## config.mk

```make
export PLATFORM = sky130hd
export DESIGN_NAME = tlg_cell
export DESIGN_NICKNAME = d
export VERILOG_FILES = /design/src/rtl/core/tlg_pkg.sv /design/src/rtl/core/tlg_cell.sv
export SDC_FILE = /design/constraint.sdc
export NUM_CORES = 1
export LEC_CHECK = 0
export ABC_AREA = 1
export BUFFER_PORTS_ARGS = -buffer_cell sky130_fd_sc_hd__buf_2
export CAP_MARGIN = 20
export CORE_ASPECT_RATIO = 1.75
export CORE_MARGIN = 2
export CORE_UTILIZATION = 39
export DETAILED_ROUTE_END_ITERATION = 10
export PLACE_DENSITY_LB_ADDON = 0.25
export REMOVE_ABC_BUFFERS = 1
export SETUP_SLACK_MARGIN = 0.5
export SKIP_CTS_REPAIR_TIMING = 1
export SLEW_MARGIN = 20
export SYNTH_ARGS = -nofsm -noshare
export SYNTH_HDL_FRONTEND = slang
export SYNTH_SLANG_ARGS = --single-unit
```

## constraint.sdc

```tcl
create_clock -name clk -period 0.8 [get_ports clk]
set_input_delay 0 -clock clk [delete_from_list [all_inputs] [get_ports clk]]
set_output_delay 0 -clock clk [all_outputs]
set_load 0.005 [all_outputs]
```

## src/rtl/core/tlg_pkg.sv

```systemverilog
// Shared constants, codes and types for the toroidal life generation block.
// No dependencies; every other file of the block refers to it by scoped names.
package tlg_pkg;

    localparam int MAX_COLS  = 64;
    localparam int MAX_ROWS  = 64;
    localparam int COL_W     = $clog2(MAX_COLS);
    localparam int ROW_W     = $clog2(MAX_ROWS);
    localparam int SIZE_W    = 7;
    localparam int CNT_W     = $clog2(MAX_ROWS + 1);
    localparam int OP_W      = 2;
    localparam int CFG_IDX_W = 2;
    localparam int MIN_SIZE  = 3;

    localparam logic [OP_W-1:0] OP_CLEAR = 2'd0;
    localparam logic [OP_W-1:0] OP_WRITE = 2'd1;
    localparam logic [OP_W-1:0] OP_READ  = 2'd2;
    localparam logic [OP_W-1:0] OP_GEN   = 2'd3;

    localparam logic [CFG_IDX_W-1:0] CFG_COLS = 2'd0;
    localparam logic [CFG_IDX_W-1:0] CFG_ROWS = 2'd1;

    typedef logic [MAX_COLS-1:0] row_t;

    typedef struct packed {
        logic clear;
        logic shift;
        logic take_tail;
        logic load;
    } cell_ctrl_t;

endpackage

```

## src/rtl/core/tlg_cell.sv

```systemverilog
// One row of the grid: a link of the row ring.
// Depends on tlg_pkg for the row type and the control bundle.
module tlg_cell (
    input  logic              clk,
    input  logic              rst_n,
    input  tlg_pkg::cell_ctrl_t ctrl,
    input  tlg_pkg::row_t     next_row,
    input  tlg_pkg::row_t     tail_row,
    output tlg_pkg::row_t     row_q
);

    tlg_pkg::row_t row_reg;
    tlg_pkg::row_t row_next;

    always_comb
    begin
        row_next = row_reg;
        priority if (ctrl.clear)
        begin
            row_next = '0;
        end
        else if (ctrl.load)
        begin
            row_next = tail_row;
        end
        else if (ctrl.shift)
        begin
            row_next = ctrl.take_tail ? tail_row : next_row;
        end
        else
        begin
            row_next = row_reg;
        end
    end

    always_ff @(posedge clk or negedge rst_n)
    begin
        if (!rst_n)
        begin
            row_reg <= '0;
        end
        else
        begin
            row_reg <= row_next;
        end
    end

    assign row_q = row_reg;

endmodule

```

==> key figures <==
Run status
  – Status: complete, but fails checks
  – Failing checks: hold timing, setup timing

Power and ir drop
  – Reg power frac: 37.9%
  – Lkg Pwr: 3.15 nW
  – P_sw: 0.00235 W
  – Peak supply drop: 1.01 mV
  – Combinational power share: 19.4%
  – Cell area power density: 1790 mW/mm²
  – Clock power frac: 42.6%
  – P_int: 0.00713 W
  – Switching share of power: 24.8%

Timing
  – Slew @ Worst Pin: 0.355 ns
  – Fin crit share: 106%
  – Relative slew slack: 76.3%
  – FMAX: 1180 MHz
  – Setup violations, final: 64
  – Setup TNS: -1.53 ns
  – RSZ-0062 raised after global routing: true
  – Worst hold slack: -0.325 ns
  – Final Hold Viols: 96
  – Clock skew: 0 ns
  – Min Clock Period, post-route: 0.848 ns
  – Final slew viol count: 0
  – Final Worst Setup Slack: -0.0476 ns

Setup path
  – Crit-path leading delay family: flip-flops
  – CP Cell Sequence: buf_2
  – Arrival time worst endpoint: 0.85 ns
  – CP endpoint kind: output pin
  – Buf/Inv on CP: 1
  – Critical path depth: 1
  – CP max FO: 2
  – CP max stage delay: 0.39 ns
  – Crit-path slowest cell: dfrtp_1
  – Worst reg2reg startpoint: row_q[22]
  – CP Class: reg2out
  – Cells on worst reg2reg path: 3
  – CP startpoint: row_q[53]
  – Required time of the critical path: 0.80 ns
  – Startpoint types: register

Synthesis
  – Post-Syn Area per Cell: 6.83 µm²
  – Seq/Total Area, Yosys: 48.5%
  – Top cells by area, synth: dfrtp_1, nand2_1, o21ai_0, buf_2, clkbuf_1
  – Warnings, synthesis: 0
  – Dominant cell type by area after synthesis: dfrtp_1
  – Synth Instances: 484
  – #FFs+latches synth: 64
  – Cell Area, Synth: 0.00330 mm²
  – Cell variety after synth: 9
  – Share of the synthesized area in the top cell type: 48.5%

Clock network
  – CTS Buffer Depth: 2
  – Clock Sinks: 64
  – CTS Buf Count: 9
  – CTS tree: built
  – CTS H-tree lvls: 3
  – Clock slew at reported path FFs: 0.05 ns
  – Clock latency on the worst-skew pair: 0.31 ns
  – Root buffer cell: clkbuf_16

Cells and area
  – Max FFs per register: 64
  – Total Nets Final: 836
  – Layout Cells excl Fill: 799
  – Post-Layout Inst Area: 0.00529 mm²
  – Antenna Cells: 0
  – Layout cells sized above 1: 39.3%
  – Area grow syn2layout: 60.2%
  – Fill count: 749

Die
  – I/O pins: 198
  – Rows: 44
  – Starting Density: 40.0%
  – Die H: 126 µm
  – Die ar.: 0.00925 mm²
  – Core footprint: 0.00826 mm²
  – Die Width: 73.6 µm

Place
  – Port bufs: 197
  – Pre-CTS setup slack: -0.154 ns
  – Final RePlAce weighted congestion: 0.807
  – Placed Cells: 753
  – Post-DP HPWL: 7.22 mm
  – Placed Area: 0.00447 mm²

Drt
  – Total vias in the final route: 3908
  – First-pass DRT Iterations: 4
  – DRT iter0 DRCs: 226
  – DR WL/cell: 14.4 µm
  – Final wirelength: 11.5 mm
  – Detail Route Antenna Nets: 0
  – DRC: 0
  – Drt via density: 4.89

Global route
  – Vias in the first global route: 3500
  – Gr usage total: 21.4%
  – GRT overflow: 0
  – Initial antenna violation count: 0
  – Largest net degree at the start of global routing: 65
  – First-pass GRT wire length: 15.7 mm

Flow run
  – Max-cap violations: 0

Min path
  – HP Class: in2async
stage by stage:
stage,utilization (%),power (W)
5_1_grt,64.1,0.00992
3_5_place_dp,54.1,0.00513
2_1_floorplan,-,0.00416
6_report,64.1,0.00948
3_3_place_gp,54.1,0.00509
4_1_cts,58.0,0.00920
synthesized netlist by cell type, drive strengths merged:
master / instances
buf: 24
clkbuf: 8
dfrtp: 64
nand2: 320
nor2: 3
nor3: 1
o21ai: 64
power by group through the flow:
stage	sequential, W	combinational, W	clock (W)
finish	0.00360	0.00184	0.00404
global route	0.00361	0.00204	0.00427
CTS	0.00359	0.00150	0.00411
detailed placement	0.00363	0.00150	0
global placement	0.00364	0.00145	0
floorplan	0.00366	0.000500	0
logic make-up (layout without fill, tap and decap cells):
kind of cell / Yosys count / in the layout / synth area share, %
compound gates: 64 / 64 / 9.69
buf+inv: 32 / 255 / 4.54
flops: 64 / 64 / 48.5
simple gates: 324 / 324 / 37.3
layout make-up:
type	instances	area, µm²	share of cell area, %
Timing Repair Buffer	239	1640	31.0
Multi-Input combinational cell	388	1620	30.5
Sequential cell	64	1600	30.3
Clock buffer	14	284	5.37
Tap cell	92	115	2.17
Clock inverter	2	35.0	0.662
per-layer routing:
| layer | up-vias | share of wire [%] | global-route usage (%) | routed length, µm |
|---|---|---|---|---|
| met4 | 0 | 4.5 | 11.6 | 518 |
| met5 | - | 0 | 0 | 0 |
| met1 | 1792 | 39 | 24.4 | 4490 |
| met3 | 33 | 4.0 | 3.44 | 459 |
| met2 | 152 | 53 | 36.8 | 6070 |
| li1 | 1931 | - | - | - |
worst paths after layout:
check                       endpoint  slack, ns
min                        row_q[57]      -0.33
max reg2reg                row_q[22]       0.06
max in group asynchronous  row_q[62]       0.82
max                        row_q[53]      -0.05
min in group clk            row_q[8]      -0.03
min reg2reg                row_q[62]       0.46
cell usage in the layout (no fill, tap or decap):
cell type	synthesis	layout
clkinv_2	0	1
nor2_1	1	1
nand2_1	320	299
nor2_4	1	2
dfrtp_1	64	64
nor3_4	0	1
buf_2	24	195
o21ai_0	64	64
bufinv_16	0	1
clkbuf_16	0	16
clkbuf_8	0	4
buf_16	0	1
clkbuf_1	8	1
buf_4	0	8
nand2_2	0	21
buf_12	0	10
buf_6	0	18
No activity file was read; power rests on OpenSTA's default activity.
