## src/rtl/core/tlg_pkg.sv

```systemverilog
// Shared constants, codes and types for the toroidal life generation block.
// No dependencies; every other file of the block refers to it by scoped names.
package tlg_pkg;

    localparam int MAX_COLS  = 64;
    localparam int MAX_ROWS  = 64;
    localparam int COL_W     = $clog2(MAX_COLS);
    localparam int ROW_W     = $clog2(MAX_ROWS);
    localparam int SIZE_W    = 7;
    localparam int CNT_W     = $clog2(MAX_ROWS + 1);
    localparam int OP_W      = 2;
    localparam int CFG_IDX_W = 2;
    localparam int MIN_SIZE  = 3;

    localparam logic [OP_W-1:0] OP_CLEAR = 2'd0;
    localparam logic [OP_W-1:0] OP_WRITE = 2'd1;
    localparam logic [OP_W-1:0] OP_READ  = 2'd2;
    localparam logic [OP_W-1:0] OP_GEN   = 2'd3;

    localparam logic [CFG_IDX_W-1:0] CFG_COLS = 2'd0;
    localparam logic [CFG_IDX_W-1:0] CFG_ROWS = 2'd1;

    typedef logic [MAX_COLS-1:0] row_t;

    typedef struct packed {
        logic clear;
        logic shift;
        logic take_tail;
        logic load;
    } cell_ctrl_t;

endpackage

```

## src/rtl/core/tlg_rule.sv

```systemverilog
// Next-generation logic for one row, with column wrap at the width in use.
// Depends on tlg_pkg for sizes and the row type.
module tlg_rule (
    input  tlg_pkg::row_t                   above,
    input  tlg_pkg::row_t                   here,
    input  tlg_pkg::row_t                   below,
    input  logic [tlg_pkg::SIZE_W-1:0]      nc,
    output tlg_pkg::row_t                   fresh
);

    logic [2:0][tlg_pkg::MAX_COLS-1:0] win;
    logic [2:0][tlg_pkg::MAX_COLS-1:0] win_l;
    logic [2:0][tlg_pkg::MAX_COLS-1:0] win_r;
    logic [tlg_pkg::COL_W-1:0]         nc_m1;

    assign win   = {below, here, above};
    assign nc_m1 = tlg_pkg::COL_W'(nc - 1'b1);

    for (genvar k = 0; k < 3; k++)
    begin : g_line
        for (genvar c = 0; c < tlg_pkg::MAX_COLS; c++)
        begin : g_col
            if (c == 0)
            begin : g_left_wrap
                assign win_l[k][c] = win[k][nc_m1];
            end
            else
            begin : g_left
                assign win_l[k][c] = win[k][c-1];
            end
            if (c == tlg_pkg::MAX_COLS - 1)
            begin : g_right_wrap
                assign win_r[k][c] = win[k][0];
            end
            else
            begin : g_right
                assign win_r[k][c] = (nc_m1 == tlg_pkg::COL_W'(c)) ? win[k][0] : win[k][c+1];
            end
        end
    end

    for (genvar c = 0; c < tlg_pkg::MAX_COLS; c++)
    begin : g_cnt
        logic [3:0] n;
        logic       in_use;

        assign n = 4'(win_l[0][c]) + 4'(win[0][c]) + 4'(win_r[0][c])
                 + 4'(win_l[1][c]) + 4'(win_r[1][c])
                 + 4'(win_l[2][c]) + 4'(win[2][c]) + 4'(win_r[2][c]);
        assign in_use = tlg_pkg::SIZE_W'(c) < nc;
        assign fresh[c] = !in_use ? here[c]
                        : ((n == 4'd3) || (here[c] && (n == 4'd2)));
    end

endmodule

```

## config.mk

```make
export PLATFORM = sky130hd
export DESIGN_NAME = tlg_rule
export DESIGN_NICKNAME = d
export VERILOG_FILES = /design/src/rtl/core/tlg_pkg.sv /design/src/rtl/core/tlg_rule.sv
export SDC_FILE = /design/constraint.sdc
export NUM_CORES = 1
export LEC_CHECK = 0
export ABC_AREA = 1
export BUFFER_PORTS_ARGS = -buffer_cell sky130_fd_sc_hd__buf_2
export CAP_MARGIN = 5
export CORE_AREA = 2 2 194 196
export DETAILED_ROUTE_END_ITERATION = 16
export DIE_AREA = 0 0 196 198
export GPL_ROUTABILITY_DRIVEN = 0
export PLACE_DENSITY = 0.71
export SETUP_SLACK_MARGIN = 0.4
export SLEW_MARGIN = 20
export SYNTH_ARGS = -nofsm -noshare
export SYNTH_HDL_FRONTEND = slang
export SYNTH_SLANG_ARGS = --single-unit
```

## constraint.sdc

```tcl
create_clock -name vclk -period 6.5
set_clock_uncertainty 0.15 [all_clocks]
set_input_delay 0.65 -clock vclk [all_inputs]
set_output_delay 0.65 -clock vclk [all_outputs]
set_load 0.1 [all_outputs]
```

==> results.toml <==
[placement]
portBuffers = 263
placed_cells = 3017
hpwl_um = 46970
dpl_worst_slack_ns = 0.4680

[finish]
post-route-util = 0.5303
nClkBuffers = 0
syn2layout_area_growth_pct = 19.98
mostFrequentLayoutCell = "nand2_1"
final_layout_size_suffix_gt1_frac = 0.1699
regArea_um2 = 0
seq_cells = 0
final_cell_mix = "nand2_1, inv_1, fa_1, buf_2, ha_1"
nNetsFinal = 3208
layoutNonFillerInstCount = 3035

[die]
fp-row-count = 71
ios = 263
die_x_um = 196
die_h_um = 198
core-area_um2 = 36960
start_util = 0.4420
dieArea_um2 = 38810

[sta]
setup_viol = 0
slew_viol_final = 0
tightest_slew_ns = 0.9744
finalHoldViolations = 0
finalWorstSetupSlack_ns = 0.5654
min_period_ns = 5.935
whs_ns = 1.589
max_freq_mhz = 168.5
period_share = 0.9130
rsz0062_at_grt = "yes"
setup_tns_ns = 0
max_slew_margin = 0.3504

[critical_path]
critical_path_class = "input port to output port"
crit_path_start_kind = "input port"
critPathMaxFanout = 42
cp_top_family = "adder cells"
crit_top_cell = "fa_1"
crit_path_end_kind = "output port"
critical_path_required_ns = 5.70
worstPathCellList = "buf_4 > inv_4 > buf_16 > nand2_4 > nor2_8 > nand2_2 > nand2_2 > nand2_4 > nor2_8 > buf_4 > nand2_1 > o21ai_0 > fa_1 > inv_1 > fa_1 > ha_1 > fa_1 > o21ai_0 > o211ai_1 > o21ai_2 > buf_12"
cpMaxStageDelayCell = "fa_1"
max_stage_delay_ns = 0.46
cp_num_buf_inv = 6
arrival_ns = 5.13

[power]
comb_power_share = 1.000
p_leak_uw = 0.01042
power_density_nw_per_um2 = 215.0
p_seq_frac = 0
switching_share = 0.6311
peakVddDrop_mv = 0.2819
clkPwrFrac = 0
p_int_uw = 1554
p_switching_uw = 2658

[global_route]
grt_max_degree = 118
grt_overflow_total = 0
antenna_found_initial = 11
grt_pass1_vias = 17520
grt_pass1_wl_um = 91090
grt_util_all_layers = 0.2954

[synth]
synth_area_leader_cell = "fa_1"
synth_compound_area_frac = 0.1622
synth-xor-area-share = 0.003907
yosysWarnings = 0
syn_inst = 2321
synthTopCellsByArea = "fa_1, nand2_1, ha_1"
synth_fp_nets = 2973
yosys.area_share.simple = 0.2613
synth_top_area_frac = 0.3138
synth_adder_area_share = 0.4647
netlist_area_um2 = 16330
synth_top_family_by_area = "adder cells"
synth_cell_types = 41
yosysSeqAreaShare = 0
syn_area_per_cell_um2 = 7.037
synth_mux_area_frac = 0

[route]
drtIter0Drc = 1322
via_per_inst = 5.661
totalWireLength_um = 58050
drtAntennaViolNets = 0
avgRoutedWirePerCell_um = 19.13
first_pass_iters = 6
drc = 0
vias = 17180

[run]
drv_cap = 0

[hold_path]
min_path_type = "input port to output port"

[status]
status = "finished, final reports clean"
==> cell type report <==
class	count	area, um^2
inverter	372	1423
timing repair buffer	298	2721
fill	3543	17360
antenna	7	17.52
tap	474	593.1
multi-input combinational	1884	14840
==> power by group through the flow <==
stage / Combinational, uW / Sequential, uW / Clock [uW]
floorplan: 2840 / 0 / 0
global placement: 4000 / 0 / 0
detailed placement: 4150 / 0 / 0
CTS: 4180 / 0 / 0
global route: 4610 / 0 / 0.0000618
finish: 4210 / 0 / 0.000133
==> timing repair <==
action | CTS | global route
endpoints found under the hold margin | 0 | 0
setup endpoints to repair | 0 | 30
hold buffers | 0 | 0
setup buffers | 0 | 7
gates resized for setup | 0 | 21
==> Yosys cell counts (2+ instances only) <==
library cell and number:
inv_2 3, inv_6 3, o22ai_1 2, a211oi_1 3, ha_1 197, inv_1 364
nand2_2 4, o211ai_1 40, fa_1 256, nor2_8 8, o21a_1 2, nand2_4 35
a31oi_1 3, o21ai_2 15, o21ai_1 86, nand3_1 121, nor2_4 14, o221ai_1 9
buf_2 18, nand2_1 671, buf_1 6, buf_12 4, o21ai_0 218, nor2_1 95
o2111ai_1 9, a21oi_1 82, a211o_1 5, clkbuf_1 35
==> per-layer routing <==
| layer | GRT usage | wire (um) |
|---|---|---|
| met5 | 0 | 46 |
| met4 | 0.1305 | 3013 |
| met3 | 0.05195 | 5731 |
| met2 | 0.4964 | 26820 |
| met1 | 0.3731 | 22440 |
==> logic make-up after synthesis <==
group,after synthesis
compound gates,476
xor+xnor,3
fa+ha+maj,453
buf+inv,437
simple gates,952
==> metrics by stage <==
stage,instance area [um^2],total power [uW]
detailed placement,19330,4153
CTS,19330,4175
finish,19600,4212
floorplan,16590,2840
global placement,19330,3995
global route,19590,4611
==> final timing paths <==
path              startpoint  depth (start not counted)   endpoint
hold / removal      here[37]                          4  fresh[37]
setup / recovery       nc[0]                         21  fresh[19]
Note: power is estimated with default switching activity, not from simulation.
